[config.mk]
export PLATFORM = sky130hd
export DESIGN_NAME = noise_channel_lfsr_generator_top
export DESIGN_NICKNAME = d
export VERILOG_FILES = /design/src/hdl/ncl_pkg.sv /design/src/hdl/noise_channel_lfsr_generator_top.sv
export VERILOG_INCLUDE_DIRS = /design/src /design/src/hdl
export SDC_FILE = /design/constraint.sdc
export NUM_CORES = 1
export LEC_CHECK = 0
export CAP_MARGIN = 25
export CELL_PAD_IN_SITES_DETAIL_PLACEMENT = 0
export CELL_PAD_IN_SITES_GLOBAL_PLACEMENT = 1
export CORE_MARGIN = 2
export CORE_UTILIZATION = 54
export CTS_CLUSTER_SIZE = 25
export DETAILED_ROUTE_END_ITERATION = 7
export DONT_BUFFER_PORTS = 1
export PLACE_DENSITY = 0.87
export SETUP_SLACK_MARGIN = 0.5
export SLEW_MARGIN = 40
export SYNTH_ARGS = -nofsm -noshare
export SYNTH_HDL_FRONTEND = slang
export SYNTH_SLANG_ARGS = --single-unit
[constraint.sdc]
create_clock -name clk -period 7.8 [get_ports clk]
set_clock_uncertainty 0.15 [all_clocks]
set_input_delay 0 -clock clk [delete_from_list [all_inputs] [get_ports clk]]
set_output_delay 0 -clock clk [all_outputs]
set_load 0.02 [all_outputs]
[src/hdl/assert_macros.svh]
// Assertion macros shared by the RTL of the noise channel.
// Standalone header: no dependencies. Bodies are empty when SYNTHESIS is defined.
`ifndef ASSERT_MACROS_SVH
`define ASSERT_MACROS_SVH

`ifndef SYNTHESIS

// Consequent must hold in the same cycle as the antecedent.
`define ASSERT_NOW(label, clk, rst_n, ante, cons, msg) \
	label: assert property (@(posedge clk) disable iff (!(rst_n)) (ante) |-> (cons)) \
		else $error(msg);

// Consequent must hold in the cycle after the antecedent.
`define ASSERT_NEXT(label, clk, rst_n, ante, cons, msg) \
	label: assert property (@(posedge clk) disable iff (!(rst_n)) (ante) |=> (cons)) \
		else $error(msg);

`else

`define ASSERT_NOW(label, clk, rst_n, ante, cons, msg)
`define ASSERT_NEXT(label, clk, rst_n, ante, cons, msg)

`endif

`endif

[src/hdl/ncl_pkg.sv]
// Types, constants and helper functions for the noise channel.
// No dependencies.
package ncl_pkg;

	localparam int CYCLE_FIELD_BITS_DEF = 8;
	localparam int TIMER_BITS           = 22;
	localparam int LFSR_BITS            = 15;
	localparam int VOL_BITS             = 4;
	localparam int PACE_BITS            = 3;
	localparam int LEN_BITS             = 7;
	localparam int REQ_BITS             = 2;
	localparam int CFG_INDEX_BITS       = 2;
	localparam int CFG_DATA_BITS        = 8;
	localparam int SHORT_FB_BIT         = 6;
	localparam int PERIOD_BASE_MIN      = 8;

	localparam logic [LEN_BITS-1:0] INIT_LENGTH_RST = LEN_BITS'(64);
	localparam logic [VOL_BITS-1:0] VOL_MAX         = '1;

	typedef enum logic [REQ_BITS-1:0] {
		REQ_TRIGGER  = 2'd0,
		REQ_ADVANCE  = 2'd1,
		REQ_ENV_TICK = 2'd2,
		REQ_LEN_TICK = 2'd3
	} req_t;

	typedef enum logic [CFG_INDEX_BITS-1:0] {
		CFG_NOISE_CTRL     = 2'd0,
		CFG_ENVELOPE_CTRL  = 2'd1,
		CFG_LENGTH_ENABLE  = 2'd2,
		CFG_INITIAL_LENGTH = 2'd3
	} cfg_reg_t;

	typedef enum logic {
		ST_IDLE = 1'b0,
		ST_RUN  = 1'b1
	} fsm_state_t;

	// Period reload: (divider ? divider*16 : 8) << clock shift.
	function automatic logic [TIMER_BITS-1:0] reload_value(input logic [CFG_DATA_BITS-1:0] ctrl);
		logic [2:0]            dv;
		logic [3:0]            sh;
		logic [TIMER_BITS-1:0] base;
		dv   = ctrl[2:0];
		sh   = ctrl[7:4];
		base = (dv != 3'd0) ? TIMER_BITS'({dv, 4'b0000}) : TIMER_BITS'(PERIOD_BASE_MIN);
		return base << sh;
	endfunction

	// One LFSR shift: XNOR of bits 0 and 1 enters the top, and bit 6 in short mode.
	function automatic logic [LFSR_BITS-1:0] lfsr_step(input logic [LFSR_BITS-1:0] s,
			input logic short_mode);
		logic                 fb;
		logic [LFSR_BITS-1:0] r;
		fb = ~(s[0] ^ s[1]);
		r  = {fb, s[LFSR_BITS-1:1]};
		if (short_mode) begin
			r[SHORT_FB_BIT] = fb;
		end
		return r;
	endfunction

endpackage

[src/hdl/noise_channel_lfsr_generator_top.sv]
// Noise channel: trigger, cycle advance, envelope and length handling in one block.
// Depends on ncl_pkg and assert_macros.svh.
// Trigger, ticks and zero-cycle advances load their result item into the output register
//   on acceptance; one such item can be accepted every cycle while the output register is empty or being read.
// A nonzero advance works through its window one timer expiry, or the last partial count,
//   at a time in the RUN state, using the single 22-bit timer subtract/compare unit;
//   no item is accepted until it finishes. Reset (arst_n low) clears all state but left_q
//   and the output data registers; initial_length resets to 64.
`include "assert_macros.svh"

module noise_channel_lfsr_generator_top
	import ncl_pkg::*;
#(
	parameter int CYCLE_FIELD_BITS = CYCLE_FIELD_BITS_DEF
) (
	input  logic                        clk,
	input  logic                        arst_n,

	input  logic                        cfg_we,
	input  logic [CFG_INDEX_BITS-1:0]   cfg_index,
	input  logic [CFG_DATA_BITS-1:0]    cfg_wdata,

	input  logic                        in_valid,
	output logic                        in_ready,
	input  logic [REQ_BITS-1:0]         req_type,
	input  logic [CYCLE_FIELD_BITS-1:0] cycles,

	output logic                        out_valid,
	input  logic                        out_ready,
	output logic [VOL_BITS-1:0]         amplitude,
	output logic                        channel_on,
	output logic [VOL_BITS-1:0]         volume
);

	// ---------------------------------------------------------------------
	// Configuration registers
	// ---------------------------------------------------------------------
	logic [CFG_DATA_BITS-1:0] noise_ctrl_q;
	logic [CFG_DATA_BITS-1:0] env_ctrl_q;
	logic                     len_en_q;
	logic [LEN_BITS-1:0]      init_len_q;

	always_ff @(posedge clk or negedge arst_n) begin
		if (!arst_n) begin
			noise_ctrl_q <= '0;
			env_ctrl_q   <= '0;
			len_en_q     <= 1'b0;
			init_len_q   <= INIT_LENGTH_RST;
		end else if (cfg_we) begin
			case (cfg_reg_t'(cfg_index))
				CFG_NOISE_CTRL:     noise_ctrl_q <= cfg_wdata;
				CFG_ENVELOPE_CTRL:  env_ctrl_q   <= cfg_wdata;
				CFG_LENGTH_ENABLE:  len_en_q     <= cfg_wdata[0];
				CFG_INITIAL_LENGTH: init_len_q   <= cfg_wdata[LEN_BITS-1:0];
				default: ;
			endcase
		end
	end

	// ---------------------------------------------------------------------
	// Channel state
	// ---------------------------------------------------------------------
	fsm_state_t                  state_q, state_d;
	logic [LFSR_BITS-1:0]        shift_q, shift_d;
	logic [TIMER_BITS-1:0]       timer_q, timer_d;
	logic [VOL_BITS-1:0]         vol_q, vol_d;
	logic [PACE_BITS-1:0]        pace_q, pace_d;
	logic [PACE_BITS-1:0]        cd_q, cd_d;
	logic                        env_up_q, env_up_d;
	logic [LEN_BITS-1:0]         len_left_q, len_left_d;
	logic                        active_q, active_d;
	logic [CYCLE_FIELD_BITS-1:0] left_q, left_d;

	// Output register
	logic                        out_valid_q;
	logic [VOL_BITS-1:0]         amp_q;
	logic                        chan_on_q;
	logic [VOL_BITS-1:0]         vol_out_q;

	logic                        accept;
	logic                        load_out;
	req_t                        req;

	assign accept = in_valid && in_ready;
	assign req    = req_t'(req_type);

	// ---------------------------------------------------------------------
	// Shared timer unit: one expiry (or the final partial count) per cycle.
	// If the remaining count exceeds the timer, consume the timer and expire;
	// otherwise count the timer down by what remains and finish.
	// ---------------------------------------------------------------------
	logic [TIMER_BITS-1:0]       left_wide;
	logic                        left_gt;
	logic [CYCLE_FIELD_BITS-1:0] left_step;
	logic [TIMER_BITS-1:0]       timer_after;
	logic                        expire;
	logic [TIMER_BITS-1:0]       timer_step;
	logic [LFSR_BITS-1:0]        shift_step;
	logic                        run_done;

	always_comb begin
		left_wide = TIMER_BITS'(left_q);
		left_gt   = left_wide > timer_q;
		if (left_gt) begin
			left_step   = left_q - timer_q[CYCLE_FIELD_BITS-1:0];
			timer_after = '0;
		end else begin
			left_step   = '0;
			timer_after = timer_q - left_wide;
		end
		expire     = (timer_after == '0);
		timer_step = expire ? reload_value(noise_ctrl_q) : timer_after;
		shift_step = expire ? lfsr_step(shift_q, noise_ctrl_q[3]) : shift_q;
		run_done   = (left_step == '0);
	end

	// ---------------------------------------------------------------------
	// Sequencer: next state
	// ---------------------------------------------------------------------
	always_comb begin
		state_d = state_q;
		case (state_q)
			ST_IDLE: begin
				if (accept && req == REQ_ADVANCE && cycles != '0) begin
					state_d = ST_RUN;
				end
			end
			ST_RUN: begin
				if (run_done) begin
					state_d = ST_IDLE;
				end
			end
			default: state_d = ST_IDLE;
		endcase
	end

	// ---------------------------------------------------------------------
	// Sequencer: outputs. Take a new item only in idle and only when the
	// output register is empty or being emptied this cycle.
	// ---------------------------------------------------------------------
	always_comb begin
		in_ready   = 1'b0;
		out_valid  = out_valid_q;
		amplitude  = amp_q;
		channel_on = chan_on_q;
		volume     = vol_out_q;
		case (state_q)
			ST_IDLE: in_ready = !out_valid_q || out_ready;
			ST_RUN:  in_ready = 1'b0;
			default: in_ready = 1'b0;
		endcase
	end

	// ---------------------------------------------------------------------
	// Channel update
	// ---------------------------------------------------------------------
	always_comb begin
		logic [PACE_BITS-1:0] cd_tmp;
		cd_tmp     = cd_q;
		shift_d    = shift_q;
		timer_d    = timer_q;
		vol_d      = vol_q;
		pace_d     = pace_q;
		cd_d       = cd_q;
		env_up_d   = env_up_q;
		len_left_d = len_left_q;
		active_d   = active_q;
		left_d     = left_q;
		load_out   = 1'b0;

		case (state_q)
			ST_IDLE: begin
				if (accept) begin
					case (req)
						REQ_TRIGGER: begin
							// Restart: clear LFSR, reload timer, latch envelope, reload an empty length, switch on.
							shift_d  = '0;
							timer_d  = reload_value(noise_ctrl_q);
							pace_d   = env_ctrl_q[2:0];
							cd_d     = env_ctrl_q[2:0];
							env_up_d = env_ctrl_q[3];
							vol_d    = env_ctrl_q[7:4];
							if (len_left_q == '0) begin
								len_left_d = init_len_q;
							end
							active_d = 1'b1;
							load_out = 1'b1;
						end
						REQ_ADVANCE: begin
							// A zero count changes nothing and answers at once.
							if (cycles != '0) begin
								left_d = cycles;
							end else begin
								load_out = 1'b1;
							end
						end
						REQ_ENV_TICK: begin
							if (pace_q != '0) begin
								cd_tmp = (cd_q != '0) ? cd_q - PACE_BITS'(1) : cd_q;
								if (cd_tmp == '0) begin
									cd_d = pace_q;
									// Saturate the volume at both ends.
									if (env_up_q && vol_q != VOL_MAX) begin
										vol_d = vol_q + VOL_BITS'(1);
									end else if (!env_up_q && vol_q != '0) begin
										vol_d = vol_q - VOL_BITS'(1);
									end
								end else begin
									cd_d = cd_tmp;
								end
							end
							load_out = 1'b1;
						end
						REQ_LEN_TICK: begin
							// When enabled, count down only while nonzero; switch off on reaching zero.
							if (len_en_q && len_left_q != '0) begin
								len_left_d = len_left_q - LEN_BITS'(1);
								if (len_left_q == LEN_BITS'(1)) begin
									active_d = 1'b0;
								end
							end
							load_out = 1'b1;
						end
						default: load_out = 1'b1;
					endcase
				end
			end
			ST_RUN: begin
				left_d   = left_step;
				timer_d  = timer_step;
				shift_d  = shift_step;
				load_out = run_done;
			end
			default: ;
		endcase
	end

	always_ff @(posedge clk or negedge arst_n) begin
		if (!arst_n) begin
			state_q    <= ST_IDLE;
			shift_q    <= '0;
			timer_q    <= '0;
			vol_q      <= '0;
			pace_q     <= '0;
			cd_q       <= '0;
			env_up_q   <= 1'b0;
			len_left_q <= '0;
			active_q   <= 1'b0;
		end else begin
			state_q    <= state_d;
			shift_q    <= shift_d;
			timer_q    <= timer_d;
			vol_q      <= vol_d;
			pace_q     <= pace_d;
			cd_q       <= cd_d;
			env_up_q   <= env_up_d;
			len_left_q <= len_left_d;
			active_q   <= active_d;
		end
	end

	// Remaining cycle count of the advance in progress.
	always_ff @(posedge clk) begin
		left_q <= left_d;
	end

	// ---------------------------------------------------------------------
	// Output register: hold the result item until taken.
	// ---------------------------------------------------------------------
	always_ff @(posedge clk or negedge arst_n) begin
		if (!arst_n) begin
			out_valid_q <= 1'b0;
		end else if (load_out) begin
			out_valid_q <= 1'b1;
		end else if (out_ready) begin
			out_valid_q <= 1'b0;
		end
	end

	always_ff @(posedge clk) begin
		if (load_out) begin
			amp_q     <= shift_d[0] ? vol_d : '0;
			chan_on_q <= active_d;
			vol_out_q <= vol_d;
		end
	end

	// ---------------------------------------------------------------------
	// Assertions
	// ---------------------------------------------------------------------
	`ASSERT_NOW(a_run_not_ready, clk, arst_n, state_q == ST_RUN, !in_ready, "item taken while advancing")
	`ASSERT_NOW(a_run_out_empty, clk, arst_n, state_q == ST_RUN, !out_valid_q, "output busy during advance")
	`ASSERT_NOW(a_run_left_nz, clk, arst_n, state_q == ST_RUN, left_q != '0, "advance running with no cycles left")
	`ASSERT_NEXT(a_trig_timer, clk, arst_n, accept && req == REQ_TRIGGER, timer_q != '0, "trigger left timer at zero")
	`ASSERT_NEXT(a_done_out, clk, arst_n, state_q == ST_RUN && run_done, out_valid_q, "advance finished without result")

endmodule

==> results.cfg, run 1 <==
[layout]
mostFrequentLayoutCells = dfrtp_1, nand2_1, inv_1, nor2_1, a21oi_1
final_common_cell = dfrtp_1
layout.nets = 736
drive_gt1_share_pct = 11.1
n_antenna_cell = 0
utilization_pct = 61.3
stdcell_area_mm2 = 0.00700
area_delta_synth_final_pct = 11.1

[synth]
synth_top_family_by_area = compound AO/OA/AOI/OAI gates
synth_area_mm2 = 0.00630
synthXorXnorAreaFrac_pct = 1.11
yosys.area_share.simple_pct = 17.4
synth-edff-count = 17
ys_seq_area_share_pct = 40.7
synth.mux.area_fraction_pct = 8.34
syn_area_per_cell_um2 = 9.47
synthAdderAreaFrac_pct = 6.20
synth_cell_types = 78
syn_nets = 720
yosysWarnings = 0
ys_seq_elements = 99
syn_inst = 665
async_flop_share_pct = 82.8
synth-compound-area-share_pct = 21.0
ys.flop_type = dfrtp_1

[clocking]
root_buffer = clkbuf_16
clkSinkCount = 99
numCtsBuffers = 9
clockBufferDepth = 2
cts.clk_slew.worst_paths_ns = 0.07
postCtsSetupBuffers = 0
htree_num_levels = 3
clkLatencyLatePin_ns = 0.35
cts_tree = done

[worst_setup_path]
r2r-end = amplitude[3]$_SDFFCE_PN0P_
crit_path_end = amplitude[3]$_SDFFCE_PN0P_
start_kind = register
r2r_slack_ns = 3.52
cp_max_fo = 20
startpoint = timer_q[0]$_DFFE_PN0P_
path_class = reg2reg
r2r_start = timer_q[0]$_DFFE_PN0P_
cp-end-kind = register
reg2reg_depth = 13
cp.required_ns = 7.85
crit_arrival_ns = 4.33

[die]
placementRows = 39
die_h_um = 112
design.core.area_mm2 = 0.0114
io-pin-count = 36
die_width_um = 112
die_area_mm2 = 0.0125
initial_core_util_pct = 55.2

[sta]
holdWs_ns = 0.0313
period_needed_ns = 4.28
rsz0062_at_grt = no
fmaxAchievable_mhz = 233
report.final.slew_viol_count = 0
setup_viol = 0
finalSetupTns_ns = 0
hold_viol = 0
worst_pin_slew_ns = 0.837
max_slew_margin_pct = 43.9
fin_crit_sh_pct = 54.9

[power_and_ir_drop]
ir_drop_mv = 0.196
p_total_mw = 2.41
leakage_nw = 2.89
powerDensity_mw_per_mm2 = 344

[grt]
overflow = 0
grt_pass1_vias = 5147
antenna_found_initial = 0
grt_max_degree = 83
grt_usage_pct = 26.1
grt_first_pass_wirelength_um = 26200

[routing]
vias = 5176
firstDrtPassIters = 5
wirelength_um = 15500
drt_first_iter_violations = 438
drt-wirelength-per-cell_um = 18.7
drc = 0
ant_nets = 0
viasPerCell = 6.24

[place]
globalplace.congestion = 0.913
hpwl_um = 11000
post_dp_cell_area_mm2 = 0.00637
portBuffers = 0

[min_path]
hold_class = in2reg

[outcome]
outcome = completed

[run]
cap_violations = 0
## logic make-up (layout without fill, tap and decap cells)
family          count (synthesis)  count (layout)
simple gates                  217             217
xor+xnor                        8               8
compound gates                190             190
mux                            49              49
flops                          99              99
fa+ha+maj                      30              30
buf+inv                        72              93
## cells in the mapped netlist, types with 4 or more instances
cell type / n / area share [%]
clkbuf_1: 18 / 1.1
nor2_1: 44 / 2.6
o211ai_1: 12 / 1.4
nand2b_1: 7 / 0.70
buf_6: 4 / 0.72
o41ai_2: 4 / 1.0
o31a_1: 4 / 0.56
nand3_1: 10 / 0.79
buf_2: 4 / 0.32
nand4_1: 5 / 0.50
o31ai_1: 6 / 0.72
o22ai_1: 4 / 0.40
edfxtp_1: 17 / 8.1
nor3_1: 16 / 1.3
mux2_2: 28 / 5.0
nor3b_1: 5 / 0.60
nor2b_1: 7 / 0.70
a221o_1: 11 / 1.7
nor4_1: 11 / 1.1
nand2_1: 73 / 4.4
a21o_1: 7 / 0.83
mux2i_1: 21 / 3.3
and3_1: 5 / 0.50
o21ai_0: 34 / 2.7
o21a_1: 6 / 0.72
dfrtp_1: 81 / 32
and3_2: 5 / 0.60
a21oi_1: 40 / 3.2
ha_1: 28 / 5.6
a21boi_1: 4 / 0.48
a211oi_1: 4 / 0.48
or3_1: 8 / 0.79
o21ai_1: 15 / 1.2
o2bb2ai_1: 5 / 0.70
inv_1: 42 / 2.5
xnor2_1: 5 / 0.70
## worst min-delay path by stage
stage	from	endpoint	slack (ns)	cells past startpoint
floorplan	arst_n	active_q$_DFF_PN0_	-0.45	0
global placement	arst_n	len_left_q[1]$_DFFE_PN0P_	-0.44	0
detailed placement	arst_n	len_left_q[1]$_DFFE_PN0P_	-0.44	0
CTS	cfg_index[1]	init_len_q[4]$_DFFE_PN0P_	0.03	2
global route	cfg_index[1]	init_len_q[0]$_DFFE_PN0P_	0.06	2
finish	cfg_index[1]	init_len_q[2]$_DFFE_PN0P_	0.03	2
## stage by stage
stage | instances | worst slack [ns]
4_1_cts | 829 | 3.39
5_1_grt | 829 | 3.19
3_5_place_dp | 784 | 3.40
6_report | 829 | 3.52
2_1_floorplan | 665 | 3.97
3_3_place_gp | 784 | 3.54
## cell type report
class	count	area [um2]
multi-input combinational	494	3440
clock inverter	4	48.8
clock buffer	12	256
tap	143	179
sequential	99	2560
timing repair buffer	34	345
inverter	43	161
fill	981	4420
## worst max-delay path, stage by stage, from the launching register on
cell and delay [ns]:
dfrtp_1 0.38, inv_1 0.08, ha_1 0.16, inv_1 0.05, fa_1 0.43, a21oi_1 0.40, o211ai_1 0.25, a211oi_1 0.36
nand2_1 0.36, o31a_1 0.29, nor4_4 0.28, buf_4 0.34, mux2_2 0.43, a21boi_1 0.16
## where the power goes
group	internal [mW]	switching [mW]
Sequential	0.676	0.179
Clock	0.266	0.191
Combinational	0.433	0.663
Total	1.38	1.03
## state kept, by name (all words and copies together) (netlist names), 3 cells and up
signal        flops
cd_q              3
vol_q             4
pace_q            3
init_len_q        7
shift_q          15
timer_q          22
left_q            8
len_left_q        7
env_ctrl_q        8
noise_ctrl_q      8
amplitude         4
volume            4
## repair_timing
item                                    in CTS  in global routing
endpoints found under the hold margin      121                  0
endpoints found under the setup margin       0                  0
hold buffers                                29                  0
gates resized for setup                      0                  0
## layer usage
metal / share of wire [%] / routed length (um) / vias to the layer above / track usage, %
li1: - / - / 2479 / -
met1: 44 / 6850 / 2505 / 35.9
met2: 48 / 7400 / 167 / 41.2
met3: 5.5 / 857 / 25 / 4.90
met4: 2.5 / 388 / 0 / 10.2
met5: 0 / 0 / - / 0
No activity file was read; power rests on OpenSTA's default activity.
==> inputs of run 2 (changes only) <==
Settings changed: CORE_UTILIZATION 54 to 50, PLACE_DENSITY 0.87 to 0.82.
Clock period 7.8 ns to 4 ns, I/O delays scaled along.
==> run 2 against run 1 <==
  * Via count grew 3.7%
  * Routed wire length grew 5.5%
  * Fmax grew 12%
  * Total power grew 110%
  * Sequential share of layout area shrank 2.5 points
  * Critical path type unchanged
==> results.cfg, run 2 (synthesis gave the netlist of run 1 again) <==
[outcome]
outcome = completed

[power_and_ir_drop]
ir_drop_mv = 0.353
leakage_nw = 3.08
powerDensity_mw_per_mm2 = 662

[routing]
vias = 5370
drc = 0
viasPerCell = 6.07
firstDrtPassIters = 5
drt_first_iter_violations = 353
ant_nets = 0
wirelength_um = 16400
drt-wirelength-per-cell_um = 18.5

[grt]
grt_pass1_vias = 5327
overflow = 0
grt_first_pass_wirelength_um = 27000
grt_max_degree = 83
grt_usage_pct = 25.5
antenna_found_initial = 0

[worst_setup_path]
cpPeakStageDelay_ns = 0.51
crit_slowest_cell = or4b_4
critPathBufInv = 2
cp-end-kind = register
critical-path-top-delay-family = compound AO/OA/AOI/OAI gates
cp.required_ns = 4.06
path_cells = ha_4 > inv_2 > fa_1 > or4b_4 > nor4b_4 > o21ai_1 > a2111o_1 > o31a_1 > nor4_4 > buf_6 > mux2_4 > a21boi_2
cp_max_fo = 5
path_class = reg2reg
crit_arrival_ns = 3.90
start_kind = register

[layout]
area_delta_synth_final_pct = 19.3
n_antenna_cell = 0
fillers = 1032
drive_gt1_share_pct = 17.9
mostFrequentLayoutCells = dfrtp_1, nand2_1, nor2_1
top_register = timer_q
utilization_pct = 61.8
final_common_cell = dfrtp_1
layout.nets = 766
largest_reg_flops = 22
reg_top3 = timer_q (22), shift_q (15)

[clocking]
clkSinkCount = 99
cts.clk_slew.worst_paths_ns = 0.07
htree_num_levels = 3
clockBufferDepth = 2
numCtsBuffers = 9
root_buffer = clkbuf_16
clkLatencyLatePin_ns = 0.35
cts_tree = done

[die]
design.core.area_mm2 = 0.0122
io-pin-count = 36
die_h_um = 116
initial_core_util_pct = 51.8
die_width_um = 116
placementRows = 40
die_area_mm2 = 0.0135

[place]
hpwl_um = 11000
globalplace.congestion = 0.876
portBuffers = 0

[sta]
finalSetupTns_ns = 0
fin_crit_sh_pct = 95.8
worst_pin_slew_ns = 0.673
rsz0062_at_grt = yes
max_slew_margin_pct = 54.9
hold_viol = 0
fmaxAchievable_mhz = 261
report.final.slew_viol_count = 0
period_needed_ns = 3.83
setup_viol = 0

[min_path]
hold_class = in2reg

[run]
cap_violations = 0
[run 2: power by group]
| group | leakage, nW | switching [mW] | internal (mW) |
|---|---|---|---|
| registers | 1.20 | 0.343 | 1.32 |
| logic | 1.73 | 1.37 | 0.988 |
| clock network | 0.152 | 0.402 | 0.552 |
[run 2: worst min-delay path, cell delays in order]
cell	delay, ns
inv_1	0.08
ha_1	0.14
o21ai_0	0.08
o311ai_0	0.12
[run 2: layer usage]
layer  share of wire, %  global-route usage (%)  routed length, um
met1                 44                    33.3               7250
met2                 49                    42.4               7940
met3                5.1                    5.50                827
met4                2.0                    9.05                334
met5                  0                       0                  0
[run 2: final cells by class]
cell class | instances | area, um2 | area share (%)
multi-input cells | 495 | 3590 | 47.8
flip-flops and latches | 99 | 2560 | 34.1
repair buffers | 63 | 661 | 8.79
clock buffers | 9 | 225 | 3.00
well taps | 168 | 210 | 2.80
inverters | 43 | 161 | 2.15
clock inverters | 7 | 97.6 | 1.30
[run 2: timing repair]
item,4_1_cts,5_1_grt
endpoints found under the hold margin,121,0
hold buffers,31,0
gates cloned,2,1
pin swaps,6,13
resized for setup,15,33
endpoints found under the setup margin,47,52
setup buffers,8,10
[run 2: final timing paths]
kind,cells after the start,slack (ns),end,start
max in group asynchronous,2,3.29,timer_q[6]$_DFFE_PN0P_,arst_n
worst max register to register,12,0.17,amplitude[1]$_SDFFCE_PN0P_,left_q[0]$_DFFE_PP_
worst min-delay path,4,0.04,channel_on$_DFFE_PP_,req_type[1]
worst min register to register,2,0.32,env_up_q$_DFFE_PN0P_,env_ctrl_q[3]$_DFFE_PN0P_
min in group asynchronous,2,0.05,active_q$_DFF_PN0_,arst_n
worst max-delay path,12,0.17,amplitude[1]$_SDFFCE_PN0P_,left_q[0]$_DFFE_PP_
[run 2: stage by stage]
stage / cell area [um2] / cells / power, mW / hold slack, ns / worst slack [ns]
final: 7510 / 884 / 4.98 / 0.0398 / 0.167
after global routing: 7510 / 884 / 5.31 / 0.0830 / 0.0364
after floorplan: 6310 / 665 / 3.20 / -0.446 / 0.368
after CTS: 7270 / 873 / 4.80 / 0.0258 / 0.214
after global placement: 6460 / 816 / 3.68 / -0.444 / 0.232
after detailed placement: 6470 / 816 / 3.71 / -0.444 / 0.120
==> inputs of run 3 (changes only) <==
==> constraint.sdc (replaced) <==
create_clock -name clk -period 3.72 [get_ports clk]
set_clock_uncertainty 0.15 [all_clocks]
set_input_delay 0.186 -clock clk [delete_from_list [all_inputs] [get_ports clk]]
set_output_delay 0.186 -clock clk [all_outputs]
set_load 0.02 [all_outputs]
==> run 3 against run 2 <==
  * Count of clock-buffer cells in the layout up 2
  * Combinational power up 11%
  * Total power up 7.6%
  * Via count down 1.2%
  * The run now ends with setup timing left
  * First-iteration DRC count up 6.5%
  * Final area down 1.9%
  * Sequential share of layout area up 0.69 points
  * Sequential power up 8%
  * Critical path type unchanged
  * Fmax about the same
==> results.cfg, run 3 (synthesis gave the netlist of run 1 again) <==
[outcome]
outcome = complete, but fails checks
violations = setup timing

[die]
placementRows = 40
die_area_mm2 = 0.0135
initial_core_util_pct = 51.8
io-pin-count = 36
die_width_um = 116
die_h_um = 116
design.core.area_mm2 = 0.0122

[worst_setup_path]
cp.required_ns = 3.80
path_class = reg2reg
r2r_slack_ns = -0.11
crit_arrival_ns = 3.91
cp_max_fo = 8
r2r-end = timer_q[12]$_DFFE_PN0P_
cp-end-kind = register
reg2reg_depth = 13
start_kind = register
r2r_start = timer_q[0]$_DFFE_PN0P_

[run]
cap_violations = 0

[sta]
worst_pin_slew_ns = 0.741
fmaxAchievable_mhz = 261
hold_viol = 0
setup_slack_ns = -0.109
max_slew_margin_pct = 50.5
rsz0062_at_grt = yes
fin_crit_sh_pct = 103
holdWs_ns = 0.00696
period_needed_ns = 3.83
report.final.slew_viol_count = 0
setup_viol = 24

[grt]
overflow = 0
grt_pass1_vias = 5209
grt_usage_pct = 25.0
grt_max_degree = 83
antenna_found_initial = 0
grt_first_pass_wirelength_um = 26100

[layout]
n_antenna_cell = 0
area_delta_synth_final_pct = 17.0
layout.nets = 759
largest_reg_flops = 22
fillers = 1025
reg_top3 = timer_q (22), shift_q (15)
drive_gt1_share_pct = 18.2
top_register = timer_q
final_common_cell = dfrtp_1
mostFrequentLayoutCells = dfrtp_1, nand2_1, nor2_1
utilization_pct = 60.6
final_cells = 877

[place]
globalplace.congestion = 0.914
pre_cts_ws_ns = -0.138
portBuffers = 0
hpwl_um = 11400
placed_cells = 833

[routing]
drt_first_iter_violations = 376
firstDrtPassIters = 5
ant_nets = 0
wirelength_um = 16200
vias = 5308
drt-wirelength-per-cell_um = 18.5
drc = 0
viasPerCell = 6.05

[min_path]
hold_start = cfg_we
holdPathEnd = len_en_q$_DFFE_PN0P_
hold_class = in2reg
holdPathStages = 3

[power_and_ir_drop]
p_total_mw = 5.35
powerDensity_mw_per_mm2 = 727
power_frac_seq_pct = 33.4
clockPowerShare_pct = 17.9
pwr-share-comb_pct = 48.7
ir_drop_mv = 0.454
p_sw_mw = 2.33
p_int_mw = 3.02
p_sw_share_pct = 43.5
leakage_nw = 3.04

[clocking]
clkSinkCount = 99
clkLatencyLatePin_ns = 0.36
htree_num_levels = 3
cts_tree = done
root_buffer = clkbuf_16
cts.clk_slew.worst_paths_ns = 0.07
numCtsBuffers = 9
clockBufferDepth = 2
run 3: layout make-up:
cell class / count / area, um2 / area share [%]
Timing Repair Buffer: 56 / 526 / 7.13
Multi-Input combinational cell: 495 / 3600 / 48.9
Tap cell: 168 / 210 / 2.85
Inverter: 43 / 161 / 2.19
Clock buffer: 11 / 254 / 3.45
Clock inverter: 5 / 48.8 / 0.662
Sequential cell: 99 / 2560 / 34.8
run 3: layer usage:
metal / up-vias / GRT usage [%] / share of wire [%]
li1: 2527 / - / -
met1: 2582 / 32.0 / 43
met2: 167 / 42.1 / 49
met3: 32 / 5.86 / 5.9
met4: 0 / 8.02 / 2.3
met5: - / 0 / 0
run 3: power by group through the flow:
stage | Combinational, mW | Clock (mW) | Sequential (mW)
6_report | 2.61 | 0.958 | 1.79
5_1_grt | 2.85 | 1.02 | 1.83
2_1_floorplan | 1.77 | 0 | 1.66
3_3_place_gp | 2.26 | 0 | 1.78
4_1_cts | 2.45 | 0.972 | 1.77
3_5_place_dp | 2.31 | 0 | 1.79
run 3: how the worst max path moves through the flow:
stage	startpoint	end	slack [ns]
floorplan	timer_q[0]$_DFFE_PN0P_	amplitude[0]$_SDFFCE_PN0P_	0.09
global placement	timer_q[0]$_DFFE_PN0P_	timer_q[15]$_DFFE_PN0P_	-0.06
detailed placement	timer_q[0]$_DFFE_PN0P_	amplitude[1]$_SDFFCE_PN0P_	-0.14
CTS	timer_q[0]$_DFFE_PN0P_	amplitude[1]$_SDFFCE_PN0P_	-0.07
global route	timer_q[0]$_DFFE_PN0P_	amplitude[3]$_SDFFCE_PN0P_	-0.26
finish	timer_q[0]$_DFFE_PN0P_	timer_q[12]$_DFFE_PN0P_	-0.11
run 3: repair_timing:
action	4_1_cts	5_1_grt
endpoints found under the hold margin	115	0
setup endpoints to repair	52	53
gates resized for setup	23	19
pin swaps	10	4
hold buffers	21	0
buffers inserted	4	2
gates cloned	1	0
run 3: stage by stage:
step	setup TNS [ns]	cell area (um2)
2_1_floorplan	0	6310
3_3_place_gp	-0.461	6600
3_5_place_dp	-1.21	6600
4_1_cts	-0.429	7270
5_1_grt	-6.10	7370
6_report	-1.04	7370
run 3: critical path: stages (launching register included):
cell and delay (ns):
dfrtp_1 0.39, inv_2 0.08, ha_4 0.14, inv_2 0.04, fa_1 0.47, or4b_4 0.51
nor4b_4 0.21, o21ai_1 0.10, a2111o_1 0.37, o31a_1 0.36, o41ai_2 0.25, buf_4 0.23
o21ai_1 0.08, a221o_1 0.31
